File: src/hdl/pp_pkg.sv
// shared widths, limits and defaults for the polygon perimeter block
package pp_pkg;

  // default coordinate width, signed fixed point
  localparam int COORD_BITS_DEF = 18;

  // result field widths and saturation limits
  localparam int SIDE_W  = 19;
  localparam int PERIM_W = 29;
  localparam logic [SIDE_W-1:0]  SIDE_MAX  = {SIDE_W{1'b1}};
  localparam logic [PERIM_W-1:0] PERIM_MAX = {PERIM_W{1'b1}};

  // result tdata: side length then perimeter, padded to whole bytes
  localparam int OUT_DATA_W = ((SIDE_W + PERIM_W + 7) / 8) * 8;

endpackage

File: src/hdl/pp_sqrt.sv
// bit-serial restoring floor square root, one root bit per cycle
module pp_sqrt #(
  parameter int IN_W = 37
) (
  input  logic                    clk,
  input  logic                    rst_n,
  input  logic                    start,
  input  logic [IN_W-1:0]         radicand,
  output logic                    done,
  output logic [(IN_W+1)/2-1:0]   root
);

  localparam int N     = (IN_W + 1) / 2;
  localparam int RAD_W = 2 * N;
  localparam int REM_W = N + 3;
  localparam int CNT_W = $clog2(N + 1);

  logic [RAD_W-1:0] rad_r;
  logic [REM_W-1:0] rem_r;
  logic [N-1:0]     root_r;
  logic [CNT_W-1:0] cnt_r;
  logic             busy_r;
  logic             done_r;

  logic [REM_W-1:0] rem_sh;
  logic [REM_W-1:0] trial;
  logic [REM_W-1:0] rem_sub;
  logic             take;

  // shift in the next two radicand bits and try the next root bit
  assign rem_sh  = {rem_r[REM_W-3:0], rad_r[RAD_W-1 -: 2]};
  assign trial   = REM_W'({root_r, 2'b01});
  assign rem_sub = rem_sh - trial;
  assign take    = (rem_sh >= trial);

  // control: busy for N steps, then a one-cycle done pulse
  always_ff @(posedge clk) begin
    if (!rst_n) begin
      busy_r <= 1'b0;
      done_r <= 1'b0;
      cnt_r  <= '0;
    end else begin
      done_r <= 1'b0;
      if (start) begin
        busy_r <= 1'b1;
        cnt_r  <= '0;
      end else if (busy_r) begin
        cnt_r <= cnt_r + 1'b1;
        if (cnt_r == CNT_W'(N - 1)) begin
          busy_r <= 1'b0;
          done_r <= 1'b1;
        end
      end
    end
  end

  // datapath: remainder, root and radicand shift register
  always_ff @(posedge clk) begin
    if (start) begin
      rad_r  <= RAD_W'(radicand);
      rem_r  <= '0;
      root_r <= '0;
    end else if (busy_r) begin
      rad_r  <= {rad_r[RAD_W-3:0], 2'b00};
      rem_r  <= take ? rem_sub : rem_sh;
      root_r <= {root_r[N-2:0], take};
    end
  end

  assign done = done_r;
  assign root = root_r;

endmodule

File: src/hdl/polygon_perimeter.sv
// polygon perimeter: side lengths and running perimeter from streamed vertices
// a side result runs through the DIFF, SQX, SQY, GO, ROOT and EMIT states after its vertex transfer,
//   ROOT set by the bit-serial square root that yields one root bit per cycle; a lone vertex goes to EMIT
// a first vertex of a polygon frees the input at once, a later vertex only after its side is emitted,
//   a final vertex after its closing side too; in_tready low while a side is computed or emitted
// reset: synchronous active-low rst_n clears the polygon state and the result valid flag
module polygon_perimeter #(
  parameter int COORD_BITS = pp_pkg::COORD_BITS_DEF
) (
  input  logic                                  clk,
  input  logic                                  rst_n,
  input  logic                                  in_tvalid,
  output logic                                  in_tready,
  // vertex_x, vertex_y, zero padding
  input  logic [((2*COORD_BITS+7)/8)*8-1:0]     in_tdata,
  input  logic                                  in_tlast,
  output logic                                  out_tvalid,
  input  logic                                  out_tready,
  // side_length, perimeter
  output logic [pp_pkg::OUT_DATA_W-1:0]         out_tdata,
  output logic                                  out_tlast
);

  localparam int CB     = COORD_BITS;
  localparam int SW     = 2 * CB + 1;
  localparam int RW     = (SW + 1) / 2;
  localparam int SIDE_W = pp_pkg::SIDE_W;
  localparam int PER_W  = pp_pkg::PERIM_W;
  localparam int EW     = (RW > SIDE_W) ? RW : SIDE_W;

  // sequencer states
  localparam logic [2:0] S_IDLE = 3'd0;
  localparam logic [2:0] S_DIFF = 3'd1;
  localparam logic [2:0] S_SQX  = 3'd2;
  localparam logic [2:0] S_SQY  = 3'd3;
  localparam logic [2:0] S_GO   = 3'd4;
  localparam logic [2:0] S_ROOT = 3'd5;
  localparam logic [2:0] S_EMIT = 3'd6;

  logic [2:0]        state_r, state_nxt;
  logic [CB-1:0]     first_x_r, first_y_r, prev_x_r, prev_y_r, cur_x_r, cur_y_r;
  logic              have_first_r, last_r, closing_r;
  logic [PER_W-1:0]  perim_r;
  logic [CB-1:0]     dx_r, dy_r;
  logic [SW-1:0]     sumsq_r;
  logic [SIDE_W-1:0] side_r;
  logic              out_valid_r;
  logic [SIDE_W-1:0] out_side_r;
  logic [PER_W-1:0]  out_perim_r;
  logic              out_last_r;

  logic [CB-1:0]     in_x, in_y;
  logic              in_xfer;
  logic              slot_free;
  logic [CB-1:0]     op_ax, op_ay, op_bx, op_by;
  logic [CB:0]       diff_x, diff_y;
  logic [CB-1:0]     mag_x, mag_y;
  logic [CB-1:0]     mul_op;
  logic [2*CB-1:0]   prod;
  logic              sq_done;
  logic [RW-1:0]     sq_root;
  logic [EW-1:0]     root_ext;
  logic [SIDE_W-1:0] root_sat;
  logic [PER_W:0]    perim_add;
  logic [PER_W-1:0]  perim_new;

  assign in_x      = in_tdata[CB-1:0];
  assign in_y      = in_tdata[2*CB-1:CB];
  assign in_tready = (state_r == S_IDLE);
  assign in_xfer   = in_tvalid && in_tready;
  assign slot_free = !out_valid_r || out_tready;

  // side end points: previous to current, or current back to first on closing
  assign op_ax = closing_r ? first_x_r : prev_x_r;
  assign op_ay = closing_r ? first_y_r : prev_y_r;
  assign op_bx = cur_x_r;
  assign op_by = cur_y_r;

  // absolute coordinate differences
  assign diff_x = $signed({op_bx[CB-1], op_bx}) - $signed({op_ax[CB-1], op_ax});
  assign diff_y = $signed({op_by[CB-1], op_by}) - $signed({op_ay[CB-1], op_ay});
  assign mag_x  = diff_x[CB] ? CB'(-diff_x) : diff_x[CB-1:0];
  assign mag_y  = diff_y[CB] ? CB'(-diff_y) : diff_y[CB-1:0];

  // shared squaring multiplier
  assign mul_op = (state_r == S_SQX) ? dx_r : dy_r;
  assign prod   = mul_op * mul_op;

  // root saturation to the side length field
  assign root_ext = EW'(sq_root);
  assign root_sat = (root_ext > EW'(pp_pkg::SIDE_MAX)) ? pp_pkg::SIDE_MAX
                                                       : root_ext[SIDE_W-1:0];

  // saturating perimeter accumulate
  assign perim_add = {1'b0, perim_r} + (PER_W+1)'(side_r);
  assign perim_new = perim_add[PER_W] ? pp_pkg::PERIM_MAX : perim_add[PER_W-1:0];

  pp_sqrt #(
    .IN_W (SW)
  ) u_sqrt (
    .clk      (clk),
    .rst_n    (rst_n),
    .start    (state_r == S_GO),
    .radicand (sumsq_r),
    .done     (sq_done),
    .root     (sq_root)
  );

  // next state
  always_comb begin
    state_nxt = state_r;
    case (state_r)
      S_IDLE: begin
        if (in_xfer) begin
          if (have_first_r)  state_nxt = S_DIFF;
          else if (in_tlast) state_nxt = S_EMIT;
        end
      end
      S_DIFF: state_nxt = S_SQX;
      S_SQX:  state_nxt = S_SQY;
      S_SQY:  state_nxt = S_GO;
      S_GO:   state_nxt = S_ROOT;
      S_ROOT: begin
        if (sq_done) state_nxt = S_EMIT;
      end
      S_EMIT: begin
        if (slot_free) begin
          if (!closing_r && last_r) state_nxt = S_DIFF;
          else                      state_nxt = S_IDLE;
        end
      end
      default: state_nxt = S_IDLE;
    endcase
  end

  // control and polygon state
  always_ff @(posedge clk) begin
    if (!rst_n) begin
      state_r      <= S_IDLE;
      first_x_r    <= '0;
      first_y_r    <= '0;
      prev_x_r     <= '0;
      prev_y_r     <= '0;
      have_first_r <= 1'b0;
      perim_r      <= '0;
      last_r       <= 1'b0;
      closing_r    <= 1'b0;
      out_valid_r  <= 1'b0;
    end else begin
      state_r <= state_nxt;
      // result register empties on its transfer unless a new side loads it
      if (out_valid_r && out_tready && state_r != S_EMIT) out_valid_r <= 1'b0;
      case (state_r)
        S_IDLE: begin
          if (in_xfer) begin
            last_r <= in_tlast;
            if (!have_first_r) begin
              first_x_r    <= in_x;
              first_y_r    <= in_y;
              prev_x_r     <= in_x;
              prev_y_r     <= in_y;
              have_first_r <= 1'b1;
              perim_r      <= '0;
              closing_r    <= in_tlast;
            end else begin
              closing_r <= 1'b0;
            end
          end
        end
        S_EMIT: begin
          if (slot_free) begin
            out_valid_r <= 1'b1;
            if (closing_r) begin
              first_x_r    <= '0;
              first_y_r    <= '0;
              prev_x_r     <= '0;
              prev_y_r     <= '0;
              have_first_r <= 1'b0;
              perim_r      <= '0;
              closing_r    <= 1'b0;
            end else begin
              prev_x_r  <= cur_x_r;
              prev_y_r  <= cur_y_r;
              perim_r   <= perim_new;
              closing_r <= last_r;
            end
          end
        end
        default: begin
        end
      endcase
    end
  end

  // datapath registers
  always_ff @(posedge clk) begin
    case (state_r)
      S_IDLE: begin
        if (in_xfer) begin
          cur_x_r <= in_x;
          cur_y_r <= in_y;
          side_r  <= '0;
        end
      end
      S_DIFF: begin
        dx_r <= mag_x;
        dy_r <= mag_y;
      end
      S_SQX: sumsq_r <= SW'(prod);
      S_SQY: sumsq_r <= sumsq_r + SW'(prod);
      S_ROOT: begin
        if (sq_done) side_r <= root_sat;
      end
      S_EMIT: begin
        if (slot_free) begin
          out_side_r  <= side_r;
          out_perim_r <= perim_new;
          out_last_r  <= closing_r;
        end
      end
      default: begin
      end
    endcase
  end

  assign out_tvalid = out_valid_r;
  assign out_tdata  = pp_pkg::OUT_DATA_W'({out_perim_r, out_side_r});
  assign out_tlast  = out_last_r;

endmodule
File: config.mk
export PLATFORM = sky130hd
export DESIGN_NAME = polygon_perimeter
export DESIGN_NICKNAME = d
export VERILOG_FILES = /design/src/hdl/pp_pkg.sv /design/src/hdl/pp_sqrt.sv /design/src/hdl/polygon_perimeter.sv
export SDC_FILE = /design/constraint.sdc
export NUM_CORES = 1
export LEC_CHECK = 0
export BUFFER_PORTS_ARGS = -buffer_cell sky130_fd_sc_hd__buf_2
export CORE_MARGIN = 8
export CORE_UTILIZATION = 65
export DETAILED_ROUTE_END_ITERATION = 7
export PLACE_DENSITY = 0.83
export SLEW_MARGIN = 20
export SYNTH_ARGS = -nofsm -noshare
export SYNTH_HDL_FRONTEND = slang
export SYNTH_SLANG_ARGS = --single-unit
File: constraint.sdc
create_clock -name clk -period 14.38 [get_ports clk]
set_input_delay 1.438 -clock clk [delete_from_list [all_inputs] [get_ports clk]]
set_output_delay 1.438 -clock clk [all_outputs]
set_load 0.05 [all_outputs]
==> results of run 1 <==
state kept, by name (all words and copies together), names as in the netlist, 19 cells and up:
name          flops
u_sqrt.rad_r     38
sumsq_r          37
out_perim_r      29
perim_r          29
u_sqrt.rem_r     20
out_side_r       19
side_r           19
u_sqrt.root      19
through the flow:
| step | setup slack, ns | std cells |
|---|---|---|
| detailed placement | 4.29 | 3705 |
| finish | 4.12 | 3781 |
| CTS | 4.25 | 3779 |
| global placement | 4.45 | 3705 |
| global route | 3.51 | 3780 |
| floorplan | 5.11 | 3104 |
layout by cell type (no fill, tap or decap), drive strengths merged, types with 20 or more instances in the layout:
cell type  Yosys  routed
o21ai        139     139
clkbuf        95      52
ha           226     226
nand2b        20      20
fa           225     225
o211a         38      38
edfxtp       214     214
buf           23     121
nor2b         56      56
nor3          27      27
dfxtp        155     155
o21a          27      27
a21o          63      63
nor2         238     238
mux2i         80      80
a31oi         21      21
nor3b         37      37
nand3         32      32
xnor2        102     102
a22oi         43      43
a21oi        166     166
inv          404     407
nand2        355     355
xor2          59      59
worst paths after layout:
kind	start	to	slack (ns)
setup / recovery	state_r[1]	sumsq_r[32]	4.12
hold / removal	perim_r[16]	perim_r[16]	0.47
hold reg to reg	perim_r[16]	perim_r[16]	0.47
setup reg to reg	state_r[1]	sumsq_r[32]	4.12
worst max-delay path: cells and delay by family (launching register included):
family / cells / cell delay, ns
simple gates: 8 / 1.30
xor+xnor: 1 / 0.11
buf+inv: 8 / 1.41
fa+ha+maj: 8 / 3.82
flops: 1 / 0.50
mux: 2 / 0.88
compound gates: 8 / 1.97
cell usage after synthesis, types with 7 or more instances:
cell,n
nor3_1,27
a21boi_0,7
a31oi_1,21
mux2i_1,80
o21ai_1,10
fa_1,225
inv_1,404
a211oi_1,16
clkinv_1,7
a211o_1,7
clkbuf_1,94
o21bai_1,15
o31ai_1,14
xnor2_1,101
and3_1,18
xor2_1,58
nor2_1,237
o21a_1,27
nand2b_1,20
nor3b_1,37
nor4_1,10
edfxtp_1,214
or3_1,11
buf_2,9
and2_1,14
buf_1,12
ha_1,226
dfxtp_1,155
a21oi_1,163
o211a_1,38
nand3_1,32
a22o_1,15
a22oi_1,43
nor2b_1,56
o21ai_0,129
nand4_1,11
mux2_2,17
a21o_1,62
nand2_1,355
or2_2,8
per-layer routing:
metal	global-route usage [%]	vias up
met5	0	-
met4	9.90	6
met3	4.49	187
met2	44.1	798
met1	32.4	11076
li1	-	10626
layout make-up:
cell class / instances / area share (%)
well taps: 600 / 2.35
repair buffers: 121 / 2.19
inverters: 411 / 4.83
diodes: 1 / 0.00784
clock buffers: 52 / 3.44
clock inverters: 22 / 0.991
multi-input cells: 2205 / 56.3
flip-flops and latches: 369 / 29.9
cells by family (layout without fill, tap and decap cells):
kind of cell    count (synthesis)  count (layout)
buf+inv                       530             606
simple gates                  853             853
fa+ha+maj                     451             451
other cells                     0               1
flops                         369             369
compound gates                643             643
mux                            97              97
xor+xnor                      161             161
==> impl_metrics.prom, run 1 <==
# TYPE chip_impl_metric gauge
chip_impl_metric{name="timing.final.hold_violations",unit=""} 0
chip_impl_metric{name="fin_crit_sh",unit="%"} 71.3
chip_impl_metric{name="path_max_fanout",unit=""} 22
chip_impl_metric{name="numCtsBuffers",unit=""} 41
chip_impl_metric{name="post_dp_cell_area",unit="sq mm"} 0.0305
chip_impl_metric{name="worstHoldPathCells",unit=""} 2
chip_impl_info{name="cp_common_cell",value="inv_1"} 1
chip_impl_metric{name="finish.net_count",unit=""} 3645
chip_impl_metric{name="synth_compound_gate_area_share",unit="%"} 14.7
chip_impl_metric{name="max_slew_margin",unit="%"} 27.8
chip_impl_metric{name="clkTransAtPathRegs",unit="ns"} 0.06
chip_impl_metric{name="period_minus_slack",unit="ns"} 10.26
chip_impl_metric{name="synth_seq_cells",unit=""} 369
chip_impl_metric{name="routed_via_density",unit=""} 6.00
chip_impl_metric{name="yosysWarningCount",unit=""} 0
chip_impl_metric{name="post_route_cells_drive_above_1_share",unit="%"} 7.58
chip_impl_info{name="clk_root_buffer_cell",value="clkbuf_16"} 1
chip_impl_metric{name="fin_worst_hold_slack",unit="ns"} 0.467
chip_impl_metric{name="cts-htree-levels",unit=""} 2
chip_impl_metric{name="top_level_ports",unit=""} 96
chip_impl_metric{name="core.rowCount",unit=""} 78
chip_impl_metric{name="setup_fix_bufs_post_cts",unit=""} 0
chip_impl_metric{name="met1_length",unit="mm"} 28.2
chip_impl_info{name="holdCritPathClass",value="flop to flop"} 1
chip_impl_metric{name="setup-tns-final",unit="ns"} 0
chip_impl_metric{name="hpwl",unit="mm"} 49.9
chip_impl_metric{name="floorplan.die_area",unit="sq mm"} 0.0524
chip_impl_metric{name="synth_cell_type_count",unit=""} 91
chip_impl_metric{name="multi_input_comb_area",unit="sq mm"} 0.0180
chip_impl_metric{name="fillerInstances",unit=""} 3267
chip_impl_metric{name="maxClockFrequency",unit="MHz"} 97.5
chip_impl_metric{name="async_reset_ff_share",unit="%"} 0
chip_impl_metric{name="insertion_delay",unit="ns"} 0.58
chip_impl_metric{name="worst_reg2reg_path_length_in_cells",unit=""} 35
chip_impl_metric{name="portBuffers",unit=""} 91
chip_impl_metric{name="fin_skew",unit="ns"} 0.0260
chip_impl_metric{name="grt_pass1_wl",unit="mm"} 114
chip_impl_metric{name="grt.overflow.total",unit=""} 0
chip_impl_metric{name="grt_max_degree",unit=""} 85
chip_impl_metric{name="synthesis.area",unit="sq mm"} 0.0295
chip_impl_info{name="outcome",value="completed"} 1
chip_impl_metric{name="design.core.area",unit="sq mm"} 0.0451
chip_impl_metric{name="arrival",unit="ns"} 10.57
chip_impl_info{name="clock_tree_from_tritoncts",value="done"} 1
chip_impl_metric{name="post_drt_wl_per_cell",unit="um"} 18.2
chip_impl_metric{name="max_stage_delay",unit="ns"} 0.60
chip_impl_metric{name="synth_adder_area_share",unit="%"} 24.9
chip_impl_metric{name="wl_met3",unit="mm"} 4.77
chip_impl_metric{name="clock_tree_buffer_depth",unit=""} 3
chip_impl_metric{name="detail_route.drc_violations",unit=""} 0
chip_impl_info{name="netlist_top_cells_area",value="edfxtp_1 22%, fa_1 15%, dfxtp_1 11%, ha_1 9.6%, inv_1 5.1%"} 1
chip_impl_metric{name="postLayoutCoreUtil",unit="%"} 70.8
chip_impl_info{name="synth_ff_type",value="edfxtp_1"} 1
chip_impl_metric{name="clock_sinks",unit=""} 369
chip_impl_metric{name="yosysTopAreaCellShare",unit="%"} 21.8
chip_impl_info{name="topRoutingLayerUsed",value="met5"} 1
chip_impl_metric{name="antenna_violating_nets_post_route",unit=""} 0
chip_impl_info{name="critical_path.endpoint_type",value="flop"} 1
chip_impl_metric{name="syn_area_per_cell",unit="sq um"} 9.50
chip_impl_metric{name="syn-num-nets",unit=""} 3600
chip_impl_metric{name="vertical_extent_of_the_die",unit="um"} 229
chip_impl_metric{name="synth_enable_flop_cells",unit=""} 214
chip_impl_metric{name="chipWidth",unit="um"} 229
chip_impl_metric{name="timing_worst_slew_pin_value",unit="ns"} 1.07
chip_impl_metric{name="antenna_found_initial",unit=""} 4
chip_impl_info{name="synth_top_family_by_area",value="adder cells"} 1
chip_impl_metric{name="area.sequential",unit="sq mm"} 0.00953
chip_impl_info{name="dominant_cell_type_by_area_after_synthesis",value="edfxtp_1"} 1
chip_impl_info{name="critical_path.startpoint_type",value="flop"} 1
chip_impl_metric{name="syn_to_final_growth",unit="%"} 8.29
chip_impl_metric{name="dr_total_vias",unit=""} 22693
chip_impl_metric{name="finish.instance_area",unit="sq mm"} 0.0319
chip_impl_metric{name="post_synthesis_cells",unit=""} 3104
chip_impl_metric{name="cp_required",unit="ns"} 14.69
chip_impl_metric{name="synth.mux.area_fraction",unit="%"} 3.36
chip_impl_metric{name="timing.final.setup_violations",unit=""} 0
chip_impl_metric{name="report.final.slew_viol_count",unit=""} 0
chip_impl_info{name="setup_repair_after_global_routing_missed_its_margin",value="no"} 1
chip_impl_metric{name="routed_wirelength",unit="mm"} 68.8
chip_impl_metric{name="yosys.area_share.xor_xnor",unit="%"} 4.83
chip_impl_metric{name="cts.hold.buffers_added",unit=""} 0
chip_impl_metric{name="detailed_route_iter0_violations",unit=""} 1610
chip_impl_metric{name="cts_repair_resizes",unit=""} 0
chip_impl_metric{name="synth_simple_gate_area_share",unit="%"} 13.1
chip_impl_metric{name="initial_utilization",unit="%"} 65.4
chip_impl_metric{name="via_count_of_the_first_global_routing_pass",unit=""} 23463
chip_impl_metric{name="grt.total_usage",unit="%"} 25.8
chip_impl_metric{name="detailroute.wirelength.met2",unit="mm"} 33.4
chip_impl_metric{name="yosysSeqAreaShare",unit="%"} 32.3
chip_impl_info{name="library_cell_contributing_the_largest_single_delay_on_the_critical_path",value="mux2i_1"} 1
chip_impl_metric{name="detailedRoute.firstPassIterationCount",unit=""} 5
chip_impl_metric{name="placer_congestion",unit=""} 0.952
chip_impl_metric{name="max-cap-violations",unit=""} 0
chip_impl_info{name="setup.worst_path.class",value="flop to flop"} 1
Power of run 1 is left out: the tool's default activity adds up to more than one toggle a clock period on the data nets, which glitch-free logic cannot reach.
==> run 2, diff against run 1 <==
--- a/config.mk
+++ b/config.mk
@@ -7,9 +7,9 @@
 export LEC_CHECK = 0
 export BUFFER_PORTS_ARGS = -buffer_cell sky130_fd_sc_hd__buf_2
 export CORE_MARGIN = 8
-export CORE_UTILIZATION = 65
+export CORE_UTILIZATION = 58
 export DETAILED_ROUTE_END_ITERATION = 7
-export PLACE_DENSITY = 0.83
+export PLACE_DENSITY = 0.78
 export SLEW_MARGIN = 20
 export SYNTH_ARGS = -nofsm -noshare
 export SYNTH_HDL_FRONTEND = slang
==> constraint.sdc (replaced) <==
create_clock -name clk -period 8.4 [get_ports clk]
set_input_delay 0.84 -clock clk [delete_from_list [all_inputs] [get_ports clk]]
set_output_delay 0.84 -clock clk [all_outputs]
set_load 0.05 [all_outputs]
==> impl_metrics.prom, run 2 (synthesis results as in run 1) <==
# TYPE chip_impl_metric gauge
chip_impl_metric{name="setup-tns-final",unit="ns"} -1.30
chip_impl_metric{name="detailedRoute.firstPassIterationCount",unit=""} 6
chip_impl_metric{name="cp_required",unit="ns"} 8.74
chip_impl_metric{name="grt_max_degree",unit=""} 94
chip_impl_metric{name="initial_utilization",unit="%"} 58.8
chip_impl_metric{name="routed_wirelength",unit="mm"} 73.7
chip_impl_metric{name="grt_pass1_wl",unit="mm"} 119
chip_impl_info{name="reg_top3",value="u_sqrt.rad_r x38, sumsq_r x37"} 1
chip_impl_metric{name="largest_reg_flops",unit=""} 38
chip_impl_metric{name="antenna_found_initial",unit=""} 2
chip_impl_metric{name="post_drt_wl_per_cell",unit="um"} 17.9
chip_impl_metric{name="via_count_of_the_first_global_routing_pass",unit=""} 24238
chip_impl_metric{name="floorplan.die_area",unit="sq mm"} 0.0583
chip_impl_metric{name="path_max_fanout",unit=""} 5
chip_impl_metric{name="grt.overflow.total",unit=""} 0
chip_impl_metric{name="timing.final.setup_violations",unit=""} 8
chip_impl_metric{name="max_stage_delay",unit="ns"} 0.56
chip_impl_metric{name="detail_route.drc_violations",unit=""} 0
chip_impl_info{name="critical_path.startpoint_type",value="flop"} 1
chip_impl_info{name="clock_tree_from_tritoncts",value="done"} 1
chip_impl_info{name="critical_path.endpoint_type",value="flop"} 1
chip_impl_info{name="mostFrequentLayoutCells",value="375 x inv_1, 336 x nand2_1, 265 x buf_4, 222 x nor2_1, 218 x fa_1"} 1
chip_impl_info{name="clk_root_buffer_cell",value="clkbuf_16"} 1
chip_impl_metric{name="routed_via_density",unit=""} 5.73
chip_impl_metric{name="syn_to_final_growth",unit="%"} 19.6
chip_impl_info{name="failed_checks",value="setup timing"} 1
chip_impl_metric{name="cts-htree-levels",unit=""} 2
chip_impl_info{name="holdCritPathClass",value="flop to flop"} 1
chip_impl_metric{name="dr_total_vias",unit=""} 23653
chip_impl_metric{name="numCtsBuffers",unit=""} 41
chip_impl_metric{name="layout_setup_ws",unit="ns"} -0.253
chip_impl_metric{name="fin_skew",unit="ns"} 0.0430
chip_impl_metric{name="maxClockFrequency",unit="MHz"} 116
chip_impl_metric{name="finish.net_count",unit=""} 3917
chip_impl_metric{name="timing.final.hold_violations",unit=""} 0
chip_impl_metric{name="placer_congestion",unit=""} 0.936
chip_impl_metric{name="clkTransAtPathRegs",unit="ns"} 0.06
chip_impl_info{name="max_flop_register",value="u_sqrt.rad_r"} 1
chip_impl_metric{name="antenna_violating_nets_post_route",unit=""} 0
chip_impl_metric{name="max_slew_margin",unit="%"} 35.1
chip_impl_metric{name="grt.total_usage",unit="%"} 24.9
chip_impl_metric{name="arrival",unit="ns"} 8.99
chip_impl_info{name="cp_common_cell",value="fa_1"} 1
chip_impl_metric{name="post_route_cells_drive_above_1_share",unit="%"} 20.0
chip_impl_metric{name="clock_tree_buffer_depth",unit=""} 3
chip_impl_info{name="library_cell_contributing_the_largest_single_delay_on_the_critical_path",value="fa_1"} 1
chip_impl_info{name="outcome",value="finished with violations"} 1
chip_impl_metric{name="period_minus_slack",unit="ns"} 8.65
chip_impl_metric{name="max-cap-violations",unit=""} 0
chip_impl_info{name="setup_repair_after_global_routing_missed_its_margin",value="yes"} 1
chip_impl_metric{name="cts.hold.buffers_added",unit=""} 0
chip_impl_metric{name="design.core.area",unit="sq mm"} 0.0502
chip_impl_info{name="layout.cells.most_common",value="inv_1"} 1
chip_impl_metric{name="fin_crit_sh",unit="%"} 103
chip_impl_metric{name="timing_worst_slew_pin_value",unit="ns"} 0.974
chip_impl_metric{name="report.final.slew_viol_count",unit=""} 0
chip_impl_metric{name="portBuffers",unit=""} 91
chip_impl_metric{name="chipWidth",unit="um"} 241
chip_impl_metric{name="core.rowCount",unit=""} 82
chip_impl_metric{name="top_level_ports",unit=""} 96
chip_impl_metric{name="hpwl",unit="mm"} 53.8
chip_impl_metric{name="clock_sinks",unit=""} 369
chip_impl_info{name="setup.worst_path.class",value="flop to flop"} 1
chip_impl_metric{name="detailed_route_iter0_violations",unit=""} 1559
chip_impl_metric{name="insertion_delay",unit="ns"} 0.59
chip_impl_metric{name="vertical_extent_of_the_die",unit="um"} 241
[run 2: cell count changes in the layout (fill, tap and decap cells not counted), moves of 19 or more]
cell and change:
buf_6 +23, ha_1 -23, nand2_1 -19, inv_2 +25
inv_1 -29, buf_4 +236
[run 2: layout make-up]
type / count / area (sq um)
multi-input cells: 2205 / 18900
fillers: 3599 / 14900
flip-flops and latches: 369 / 9540
repair buffers: 393 / 2990
inverters: 411 / 1570
clock buffers: 53 / 1220
well taps: 672 / 841
clock inverters: 23 / 251
diodes: 2 / 5.00
[run 2: final timing paths]
kind | cells after the start | end | slack [ns] | startpoint
setup reg to reg | 38 | sumsq_r[32] | -0.25 | state_r[1]
hold reg to reg | 2 | perim_r[16] | 0.46 | perim_r[16]
setup / recovery | 38 | sumsq_r[32] | -0.25 | state_r[1]
hold / removal | 2 | perim_r[16] | 0.46 | perim_r[16]
[run 2: per-layer routing]
layer	up-vias	share of wire (%)	track usage, %
li1	11188	-	-
met2	716	49	42.8
met1	11575	42	32.2
met4	2	3.2	8.35
met3	172	5.5	3.38
met5	-	0.022	0
[run 2: worst max-delay path: cells and delay by family, from the launching register on]
| kind | cells | cell delay (ns) |
|---|---|---|
| buf+inv | 10 | 1.24 |
| compound gates | 10 | 1.93 |
| fa+ha+maj | 8 | 3.39 |
| simple gates | 6 | 0.74 |
| mux | 2 | 0.57 |
| xor+xnor | 2 | 0.24 |
| flops | 1 | 0.33 |
[run 2: repair_timing]
| item | 4_1_cts | 5_1_grt |
|---|---|---|
| buffers inserted | 38 | 21 |
| gates cloned | 1 | 0 |
| pin swaps | 71 | 71 |
| setup endpoints to repair | 14 | 16 |
| resized for setup | 120 | 100 |
[run 2: stage by stage]
step	std cells	util (%)	hold slack [ns]	worst slack (ns)	area [sq um]
floorplan	3104	-	0.406	-0.0573	29600
CTS	4104	69.0	0.453	-0.00971	34600
detailed placement	3989	64.5	0.453	-0.445	32400
global placement	3989	64.5	0.446	-0.281	32400
finish	4128	70.3	0.458	-0.253	35300
global route	4127	70.3	0.462	-0.520	35300
Power of run 2 is left out for the same reason.
